File: src/design/sha1_pkg.sv
`default_nettype none

package sha1_pkg;

    typedef logic [31:0] t_word;

    // One input transfer: a message byte and its qualifiers.
    typedef struct packed {
        logic [7:0] data_byte;
        logic       has_byte;
        logic       end_of_message;
    } t_in_item;

    // One output transfer: a digest word and its position.
    typedef struct packed {
        logic [31:0] digest_word;
        logic [2:0]  word_number;
        logic        final_word;
    } t_out_item;

    // Working variables of the compression.
    typedef struct packed {
        t_word a;
        t_word b;
        t_word c;
        t_word d;
        t_word e;
    } t_work;

    typedef enum logic [2:0] {
        S_IDLE,
        S_PAD,
        S_ROUND,
        S_ADD,
        S_OUT
    } t_state;

    localparam t_word SHA_IV0 = 32'h6745_2301;
    localparam t_word SHA_IV1 = 32'hEFCD_AB89;
    localparam t_word SHA_IV2 = 32'h98BA_DCFE;
    localparam t_word SHA_IV3 = 32'h1032_5476;
    localparam t_word SHA_IV4 = 32'hC3D2_E1F0;

    localparam t_word ROUND_K0 = 32'h5A82_7999;
    localparam t_word ROUND_K1 = 32'h6ED9_EBA1;
    localparam t_word ROUND_K2 = 32'h8F1B_BCDC;
    localparam t_word ROUND_K3 = 32'hCA62_C1D6;

    localparam logic [7:0] PAD_MARK        = 8'h80;
    localparam logic [5:0] LAST_SHORT_FILL = 6'd55;
    localparam logic [5:0] LENGTH_START    = 6'd56;
    localparam logic [5:0] LAST_FILL       = 6'd63;
    localparam logic [6:0] LAST_ROUND      = 7'd79;
    localparam logic [2:0] LAST_WORD       = 3'd4;

endpackage

`default_nettype wire

File: src/design/sha1_round.sv
`default_nettype none

module sha1_round
    import sha1_pkg::*;
(
    input  t_work       i_work,
    input  t_word       i_w,
    input  logic [6:0]  i_round,
    output t_work       o_work
);

    t_word f_val;
    t_word k_val;

    always_comb begin
        priority if (i_round < 7'd20) begin
            f_val = (i_work.b & i_work.c) | (~i_work.b & i_work.d);
            k_val = ROUND_K0;
        end else if (i_round < 7'd40) begin
            f_val = i_work.b ^ i_work.c ^ i_work.d;
            k_val = ROUND_K1;
        end else if (i_round < 7'd60) begin
            f_val = (i_work.b & i_work.c) | (i_work.b & i_work.d) | (i_work.c & i_work.d);
            k_val = ROUND_K2;
        end else begin
            f_val = i_work.b ^ i_work.c ^ i_work.d;
            k_val = ROUND_K3;
        end
    end

    always_comb begin
        o_work.a = {i_work.a[26:0], i_work.a[31:27]} + f_val + i_work.e + i_w + k_val;
        o_work.b = i_work.a;
        o_work.c = {i_work.b[1:0], i_work.b[31:2]};
        o_work.d = i_work.c;
        o_work.e = i_work.d;
    end

endmodule

`default_nettype wire

File: src/design/sha1_byte_stream_hasher.sv
// SHA-1 hasher that absorbs a message one byte per input transfer and returns the
// 160-bit digest as five big-endian 32-bit words, word 0 first, the last flagged by
// final_word. A byte that does not complete a 64-byte block leaves the input ready
// for the next byte. The byte that completes a block is absorbed, then runs through
// the 80 rounds of the single shared round unit, and the result is folded into the
// chaining words. A closing transfer (end_of_message set, with or without a byte) is
// followed by padding laid in byte by byte up to the end of the block (64 minus the
// bytes pending, plus 64 more when over 55 bytes are pending), the compression of
// each padded block, then five output transfers. The input is not ready while a block
// is compressed, while padding is laid in, or while the digest is being delivered;
// after the last digest word the block starts afresh from the SHA-1 initial vector.
`default_nettype none

module sha1_byte_stream_hasher
    import sha1_pkg::*;
(
    input  logic      i_clk,
    input  logic      i_rst_n,
    input  logic      i_in_valid,
    output logic      o_in_ready,
    input  t_in_item  i_in_item,
    output logic      o_out_valid,
    input  logic      i_out_ready,
    output t_out_item o_out_item
);

    t_state      r_state, n_state;
    logic [5:0]  r_fill, n_fill;
    logic [63:0] r_bit_count, n_bit_count;
    t_word       r_chain [5];
    t_word       n_chain [5];
    // The block buffer and the rolling message schedule share one 512-bit shift
    // line. Bytes enter at the bottom; during the rounds the top word is the
    // schedule word in use and each new schedule word enters at the bottom.
    logic [511:0] r_window, n_window;
    t_work       r_work, n_work;
    logic [6:0]  r_round, n_round;
    logic        r_padding, n_padding;
    logic        r_mark_done, n_mark_done;
    logic        r_len_block, n_len_block;
    logic [2:0]  r_word, n_word;

    t_work       round_work;
    t_word       sched_xor;
    t_word       sched_new;
    logic        push_en;
    logic [7:0]  push_byte;
    logic [7:0]  length_byte;
    logic [5:0]  length_shift;
    logic        in_xfer;
    logic        out_xfer;

    assign o_in_ready  = (r_state == S_IDLE);
    assign o_out_valid = (r_state == S_OUT);
    assign in_xfer     = i_in_valid && o_in_ready;
    assign out_xfer    = o_out_valid && i_out_ready;

    assign o_out_item.digest_word = r_chain[r_word];
    assign o_out_item.word_number = r_word;
    assign o_out_item.final_word  = (r_word == LAST_WORD);

    // Schedule taps W[t], W[t+2], W[t+8] and W[t+13] give W[t+16].
    assign sched_xor = r_window[511:480] ^ r_window[447:416] ^ r_window[255:224]
                     ^ r_window[95:64];
    assign sched_new = {sched_xor[30:0], sched_xor[31]};

    // Length bytes go out most significant first; position 56 carries bits 63..56.
    assign length_shift = {~r_fill[2:0], 3'b000};
    assign length_byte  = 8'(r_bit_count >> length_shift);

    sha1_round u_round (
        .i_work  (r_work),
        .i_w     (r_window[511:480]),
        .i_round (r_round),
        .o_work  (round_work)
    );

    always_comb begin
        n_state     = r_state;
        n_fill      = r_fill;
        n_bit_count = r_bit_count;
        n_chain     = r_chain;
        n_window    = r_window;
        n_work      = r_work;
        n_round     = r_round;
        n_padding   = r_padding;
        n_mark_done = r_mark_done;
        n_len_block = r_len_block;
        n_word      = r_word;
        push_en     = 1'b0;
        push_byte   = i_in_item.data_byte;

        unique case (r_state)
            S_IDLE: begin
                if (in_xfer) begin
                    if (i_in_item.has_byte) begin
                        push_en     = 1'b1;
                        n_bit_count = r_bit_count + 64'd8;
                    end
                    if (i_in_item.end_of_message) begin
                        n_padding   = 1'b1;
                        n_mark_done = 1'b0;
                        n_len_block = 1'b0;
                        n_state     = S_PAD;
                    end
                end
            end
            S_PAD: begin
                push_en = 1'b1;
                if (!r_mark_done) begin
                    push_byte   = PAD_MARK;
                    n_mark_done = 1'b1;
                    n_len_block = (r_fill <= LAST_SHORT_FILL);
                end else if (r_len_block && (r_fill >= LENGTH_START)) begin
                    push_byte = length_byte;
                end else begin
                    push_byte = 8'h00;
                end
            end
            S_ROUND: begin
                n_work   = round_work;
                n_window = {r_window[479:0], sched_new};
                n_round  = r_round + 7'd1;
                if (r_round == LAST_ROUND) begin
                    n_state = S_ADD;
                end
            end
            S_ADD: begin
                n_chain[0] = r_chain[0] + r_work.a;
                n_chain[1] = r_chain[1] + r_work.b;
                n_chain[2] = r_chain[2] + r_work.c;
                n_chain[3] = r_chain[3] + r_work.d;
                n_chain[4] = r_chain[4] + r_work.e;
                priority if (!r_padding) begin
                    n_state = S_IDLE;
                end else if (r_mark_done && r_len_block) begin
                    n_word  = 3'd0;
                    n_state = S_OUT;
                end else if (r_mark_done) begin
                    n_len_block = 1'b1;
                    n_state     = S_PAD;
                end else begin
                    n_state = S_PAD;
                end
            end
            S_OUT: begin
                if (out_xfer) begin
                    if (r_word == LAST_WORD) begin
                        n_chain[0]  = SHA_IV0;
                        n_chain[1]  = SHA_IV1;
                        n_chain[2]  = SHA_IV2;
                        n_chain[3]  = SHA_IV3;
                        n_chain[4]  = SHA_IV4;
                        n_fill      = 6'd0;
                        n_bit_count = 64'd0;
                        n_padding   = 1'b0;
                        n_mark_done = 1'b0;
                        n_len_block = 1'b0;
                        n_state     = S_IDLE;
                    end else begin
                        n_word = r_word + 3'd1;
                    end
                end
            end
            default: begin
                n_state = S_IDLE;
            end
        endcase

        // The working variables are primed from the chaining words while bytes
        // are being gathered, so the rounds can start straight away.
        if ((r_state == S_IDLE) || (r_state == S_PAD)) begin
            n_work  = '{a: r_chain[0], b: r_chain[1], c: r_chain[2],
                        d: r_chain[3], e: r_chain[4]};
            n_round = 7'd0;
        end

        // A byte transfer into the block buffer; the last byte of a block
        // starts the compression, whatever state asked for it.
        if (push_en) begin
            n_window = {r_window[503:0], push_byte};
            n_fill   = r_fill + 6'd1;
            if (r_fill == LAST_FILL) begin
                n_state = S_ROUND;
            end
        end
    end

    always_ff @(posedge i_clk) begin
        if (!i_rst_n) begin
            r_state     <= S_IDLE;
            r_fill      <= 6'd0;
            r_bit_count <= 64'd0;
            r_chain[0]  <= SHA_IV0;
            r_chain[1]  <= SHA_IV1;
            r_chain[2]  <= SHA_IV2;
            r_chain[3]  <= SHA_IV3;
            r_chain[4]  <= SHA_IV4;
            r_round     <= 7'd0;
            r_padding   <= 1'b0;
            r_mark_done <= 1'b0;
            r_len_block <= 1'b0;
            r_word      <= 3'd0;
        end else begin
            r_state     <= n_state;
            r_fill      <= n_fill;
            r_bit_count <= n_bit_count;
            r_chain     <= n_chain;
            r_round     <= n_round;
            r_padding   <= n_padding;
            r_mark_done <= n_mark_done;
            r_len_block <= n_len_block;
            r_word      <= n_word;
        end
    end

    always_ff @(posedge i_clk) begin
        r_window <= n_window;
        r_work   <= n_work;
    end

`ifndef SYNTHESIS
    // The input side and the output side are never open together.
    a_no_overlap: assert property (@(posedge i_clk) disable iff (!i_rst_n)
        !(o_in_ready && o_out_valid))
        else $error("input ready while a digest word is offered");

    // The round counter never runs past the last round.
    a_round_range: assert property (@(posedge i_clk) disable iff (!i_rst_n)
        (r_state == S_ROUND) |-> (r_round <= LAST_ROUND))
        else $error("round counter out of range");

    // Delivering the final word leaves a fresh, empty message state.
    a_fresh_after_digest: assert property (@(posedge i_clk) disable iff (!i_rst_n)
        (out_xfer && o_out_item.final_word) |=>
            (o_in_ready && (r_fill == 6'd0) && (r_bit_count == 64'd0)))
        else $error("message state not cleared after digest");

    // Digest words are offered only when all three padding flags are set and the word number is in range.
    a_out_after_pad: assert property (@(posedge i_clk) disable iff (!i_rst_n)
        o_out_valid |-> (r_padding && r_mark_done && r_len_block && (r_word <= LAST_WORD)))
        else $error("digest offered before padding finished");
`endif

endmodule

`default_nettype wire
File: config.mk
export PLATFORM = sky130hd
export DESIGN_NAME = sha1_byte_stream_hasher
export DESIGN_NICKNAME = d
export VERILOG_FILES = /design/src/design/sha1_pkg.sv /design/src/design/sha1_round.sv /design/src/design/sha1_byte_stream_hasher.sv
export SDC_FILE = /design/constraint.sdc
export NUM_CORES = 2
export LEC_CHECK = 0
export ABC_AREA = 1
export ABC_CLOCK_PERIOD_IN_PS = 32000
export BUFFER_PORTS_ARGS = -buffer_cell sky130_fd_sc_hd__buf_4
export CORE_MARGIN = 3
export CORE_UTILIZATION = 57
export CTS_CLUSTER_DIAMETER = 80
export DETAILED_ROUTE_END_ITERATION = 10
export PLACE_DENSITY = 0.73
export SLEW_MARGIN = 30
export SYNTH_ARGS = -nofsm -noshare
export SYNTH_HDL_FRONTEND = slang
export SYNTH_SLANG_ARGS = --single-unit
File: constraint.sdc
create_clock -name i_clk -period 32 [get_ports i_clk]
set_clock_uncertainty 0.2 [all_clocks]
set_input_delay 6.4 -clock i_clk [delete_from_list [all_inputs] [get_ports i_clk]]
set_output_delay 6.4 -clock i_clk [all_outputs]
set_load 0.01 [all_outputs]
* Word level (Yosys, flattened, before mapping)
Index checks and enable logic that the tools add are counted.
W data, S select, Z words.
** Word-level totals
- Bits in registers :: 918
- Logic and storage cells :: 155
** Cells by class
- Add/subtract/negate cells :: 13
- Magnitude comparators :: 6
- Equal/unequal tests :: 18
- Shifts and indexed selects :: 1
- Multiplexer cells :: 59
- Bitwise operators :: 16
- Reduce and logical (&&, ||, !) cells :: 23
** Operators by type and width (count)
- $mux W512 :: 2
- $mux W160 :: 4
- $pmux W160 S2 :: 1
- $add A32 B32 Y32 :: 9
- $mux W64 :: 4
- $mux W32 :: 7
- $xor A32 B32 Y32 :: 5
- $and A32 B32 Y32 :: 4
- $pmux W64 S2 :: 1
- $bmux W32 S3 :: 1
- $or A32 B32 Y32 :: 3
- $add A64 B4 Y64 const B :: 1
- $shr A64 B6 Y8 :: 1
- $mux W3 :: 13
- $not A32 Y32 :: 1
- $mux W31 :: 1
- $mux W6 :: 4
- $mux W8 :: 3
- $reduce_and A5 Y1 :: 4
- $pmux W3 S5 :: 1
- $lt A7 B6 Y1 const B :: 2
- $reduce_bool A2 Y1 :: 7
- $mux W1 :: 12
- $ne A2 B2 Y1 const B :: 6
- other kinds (28) :: 39

* Longest topological paths before layout
- Depth in word-level cells :: 12
- Gate-level depth with buffers :: 25

* Modules after synthesis
Synthesis repeated with hierarchy kept, for this count alone.
** Unflattened totals
- Cells, all modules :: 8110
- Area total of the unflattened synthesis :: 60310.3 µm²
** By module, submodules not included
- sha1_byte_stream_hasher :: instances 1, cells an instance 7089, area each 53053.4 µm²
- sha1_round :: instances 1, cells an instance 1021, area each 7257.0 µm²

* Worst setup path before layout
OpenSTA, ideal clock, no wires.
- Kind :: in2reg
- From :: input port i_in_item[1] (netlist bit)
- To :: register r_window[0], enable pin
- Arrival :: 15315 ps
- Data required time :: 28110 ps
- Setup slack :: 12795 ps
- Stages :: 6
- Path buffers :: 2
- Path through :: nand3_4 nand2_2 inv_2 buf_2 buf_2 nand2_1
** On the way
- Cells in the longest elaborated chain, start to end :: 4
** RTL lines
- start: declaration :: line sha1_byte_stream_hasher.sv:21 : input t_in_item i_in_item,
- $mux W1 :: line sha1_byte_stream_hasher.sv:96 : if (i_in_item.has_byte) begin
- $mux W1 :: line sha1_byte_stream_hasher.sv:95 : if (in_xfer) begin
- $pmux W1 S2 :: line sha1_byte_stream_hasher.sv:93 : unique case (r_state)
- $reduce_bool A2 Y1 (no source line)
- end signal: assignment :: line sha1_byte_stream_hasher.sv:218 : r_window <= n_window;
- end: declaration :: line sha1_byte_stream_hasher.sv:35 : logic [511:0] r_window, n_window;
No other way between the ends.
A chain may end at the register's enable or synchronous reset.

==> flow_metrics.env <==
export IMPL_start_util=0.578
export IMPL_place_gp_congestion=1.04
export IMPL_met1_usage=0.473
export IMPL_critPathKind="flip-flop to output port"
export IMPL_worstMarginPinSlew_ns=1.05
export IMPL_dr_pass1_iters=9
export IMPL_drc_errors=1
export IMPL_p_seq_frac=0.470
export IMPL_syn_nets=8364
export IMPL_synthAdderAreaFrac=0.0833
export IMPL_switchingPower_w=0.000918
export IMPL_synth_compound_area_frac=0.0941
export IMPL_hold_path_class="flip-flop to flip-flop"
export IMPL_synth_most_common_cell="nand2_1"
export IMPL_crit_path_end_kind="output port"
export IMPL_synth_mux_area_fraction=0
export IMPL_power_leakage_nw=29.3
export IMPL_wl_um=194000
export IMPL_setup_viol=0
export IMPL_h_tree_depth=3
export IMPL_worstPathMaxFanout=54
export IMPL_r2r_start="r_round[4]$_SDFFE_PP0P_"
export IMPL_violations="design-rule violations"
export IMPL_fin_tns_setup_ns=0
export IMPL_cp_arrival_ns=3.77
export IMPL_switching_share=0.292
export IMPL_slowest_delay_ns=0.65
export IMPL_dp_slack_ns=21.36
export IMPL_cts_made_buffers=102
export IMPL_numClockSinks=915
export IMPL_synth_area_top_cells="edfxtp_1 34%, nand2_1 20%, dfxtp_1 8.2%"
export IMPL_r2r_end="r_work[157]$_DFFE_PP_"
export IMPL_routedWlPerCell_um=20.6
export IMPL_cellInternalPower_w=0.00222
export IMPL_antenna_found_initial=1
export IMPL_dieHeight_um=328
export IMPL_drv_slew=0
export IMPL_cts_tree="yes"
export IMPL_crit_path_start="r_word[0]$_SDFFE_PN0P_"
export IMPL_drtAntennaViolNets=0
export IMPL_grt_pass1_wl_um=291000
export IMPL_synth_cell_area_mm2=0.0592
export IMPL_yosys_area_share_simple=0.288
export IMPL_grt_pass1_vias=49043
export IMPL_setup_ws_ns=21.63
export IMPL_synth_distinct_cells=53
export IMPL_cts_buffer_depth=3
export IMPL_p_clk_frac=0.369
export IMPL_fp_coreArea_mm2=0.102
export IMPL_cts_resized=0
export IMPL_via_per_inst=5.65
export IMPL_crit_top_cell="buf_4"
export IMPL_synth_top_family_by_area="simple AND/OR/NAND/NOR gates"
export IMPL_cp_endpoint="o_out_item[19]"
export IMPL_dp_hpwl_um=143000
export IMPL_stdcell_area_mm2=0.0637
export IMPL_grt_max_degree=187
export IMPL_yosysWarningCount=0
export IMPL_postCtsSetupRepairBufs=0
export IMPL_status="finished with violations"
export IMPL_maxSlewHeadroom=0.296
export IMPL_ys_seq_area_frac=0.423
export IMPL_placedInstanceArea_mm2=0.0605
export IMPL_antenna_cells=0
export IMPL_r2r_cells=19
export IMPL_clock_latency_ns=0.71
export IMPL_dieArea_mm2=0.108
export IMPL_ios=52
export IMPL_async_reset_ff_frac=0
export IMPL_post_place_cells=9211
export IMPL_synth_cells=8026
export IMPL_clk_pin_slew_ns=0.06
export IMPL_cts_root_buf="clkbuf_16"
export IMPL_globalRouteMet2Util=0.552
export IMPL_startpoint_type="flip-flop"
export IMPL_maxCapViolations=0
export IMPL_hold_viol=0
export IMPL_r2r_slack_ns=26.61
export IMPL_synth_area_per_cell_um2=7.38
export IMPL_synth_edf_count=672
export IMPL_synth_seq_cells=915
export IMPL_synth_xor_area_frac=0.0210
export IMPL_fmax_ghz=0.0964
export IMPL_path_cells="buf_4, clkinv_1, buf_4, nand2_1, nand3_1, nand3_1, o31ai_1, buf_4"
export IMPL_peakVddDrop_uv=58.6
export IMPL_combPwrFrac=0.161
export IMPL_drive_gt1_frac=0.0380
export IMPL_drtIter0Drc=5617
export IMPL_rsz0062_at_grt="false"
export IMPL_vias=53101
export IMPL_period_share=0.324
export IMPL_min_period_ns=10.37
export IMPL_instances_no_fill=9404
export IMPL_met3_usage=0.0564
export IMPL_fin_nets=8286
export IMPL_cp_required_ns=25.40
export IMPL_grt_usage=0.354
export IMPL_dieWidth_um=328
export IMPL_synth_area_leader_cell="edfxtp_1"
export IMPL_postCtsHoldBufs=0
export IMPL_rows=117
export IMPL_pwr_density_cell_mw_per_mm2=49.3
export IMPL_whs_ns=0.293
export IMPL_critPathSlowestCell="dfxtp_4"
export IMPL_area_growth_pct=7.64
export IMPL_ys_flop_type="edfxtp_1"
export IMPL_synth_common_cells="3176 x nand2_1, 1097 x inv_1, 672 x edfxtp_1"
export IMPL_gr_total_overflow=0
export IMPL_synthDominantCellAreaShare=0.341
export IMPL_port_buffers=51
export IMPL_busiest_layer="met2"
## cells by family after synthesis
kind of cell / count (synthesis)
flops: 915
buf+inv: 1383
xor+xnor: 142
compound gates: 1029
fa+ha+maj: 324
simple gates: 4233
## cells in the final DEF (no fill, tap or decap), types with 7 or more instances in the layout
cell and n:
o211ai_1 21, clkbuf_16 103, clkinv_1 22, inv_1 1094, nand3b_1 19, or2_2 19
xnor2_1 109, clkbuf_1 26, o21ai_1 12, ha_1 207, a21o_1 18, nor3_1 79
nand4_1 80, a221oi_1 19, nand3_1 394, fa_1 117, nand2_1 3173, o21a_1 9
clkinv_2 13, o21ai_0 419, nor2_4 8, a31oi_1 8, xor2_1 33, o31ai_1 27
o21bai_1 17, edfxtp_1 672, inv_2 14, o22ai_1 7, a21oi_1 435, buf_4 78
dfxtp_1 242, nor2_1 419, a211oi_1 24
## power by group through the flow
stage / sequential, W / combinational (W) / clock [W]
2_1_floorplan: 0.00151 / 0.000374 / 0
3_3_place_gp: 0.00150 / 0.000486 / 0
3_5_place_dp: 0.00150 / 0.000500 / 0
4_1_cts: 0.00147 / 0.000503 / 0.00117
5_1_grt: 0.00149 / 0.000569 / 0.00122
6_report: 0.00148 / 0.000505 / 0.00116
## worst min path at each step
| stage | from | endpoint | slack [ns] | cells after the start |
|---|---|---|---|---|
| 5_1_grt | r_chain[2]$_SDFFE_PN0P_ | r_chain[2]$_SDFFE_PN0P_ | 0.32 | 2 |
| 3_3_place_gp | r_round[1]$_SDFFE_PP0P_ | r_round[1]$_SDFFE_PP0P_ | 0.26 | 2 |
| 4_1_cts | r_chain[97]$_SDFFE_PN0P_ | r_chain[97]$_SDFFE_PN0P_ | 0.29 | 2 |
| 2_1_floorplan | r_round[1]$_SDFFE_PP0P_ | r_round[1]$_SDFFE_PP0P_ | 0.25 | 2 |
| 6_report | r_chain[98]$_SDFFE_PN0P_ | r_chain[98]$_SDFFE_PN0P_ | 0.29 | 2 |
| 3_5_place_dp | r_round[1]$_SDFFE_PP0P_ | r_round[1]$_SDFFE_PP0P_ | 0.28 | 2 |
## critical path, delay by kind of cell (launching register included)
family | cells | cell delay (ns)
simple gates | 3 | 0.49
buf+inv | 4 | 1.73
compound gates | 1 | 0.19
flops | 1 | 0.65
## area by class of cell
class	count	area, um^2
clock buffers	133	2730
clock inverters	59	502
fillers	9413	38700
inverters	1115	4200
multi-input cells	5728	28800
flip-flops and latches	915	25000
well taps	1368	1710
repair buffers	86	702
## metrics by stage
stage	power, W	utilization
2_1_floorplan	0.00189	-
3_3_place_gp	0.00198	0.590
3_5_place_dp	0.00200	0.590
4_1_cts	0.00315	0.622
5_1_grt	0.00327	0.622
6_report	0.00314	0.622
## flip-flops by register name, indices dropped and copies added (netlist names), 3 cells and up
name	count
r_work	160
r_window	512
r_word	3
r_state	3
r_bit_count	61
r_round	7
r_fill	6
r_chain	160
## layer usage
metal / share of wire / vias to the layer above
li1: - / 25566
met1: 0.41 / 24835
met2: 0.45 / 2243
met3: 0.082 / 455
met4: 0.065 / 2
met5: 0.000067 / -
Power figures use the tool's default switching activity.
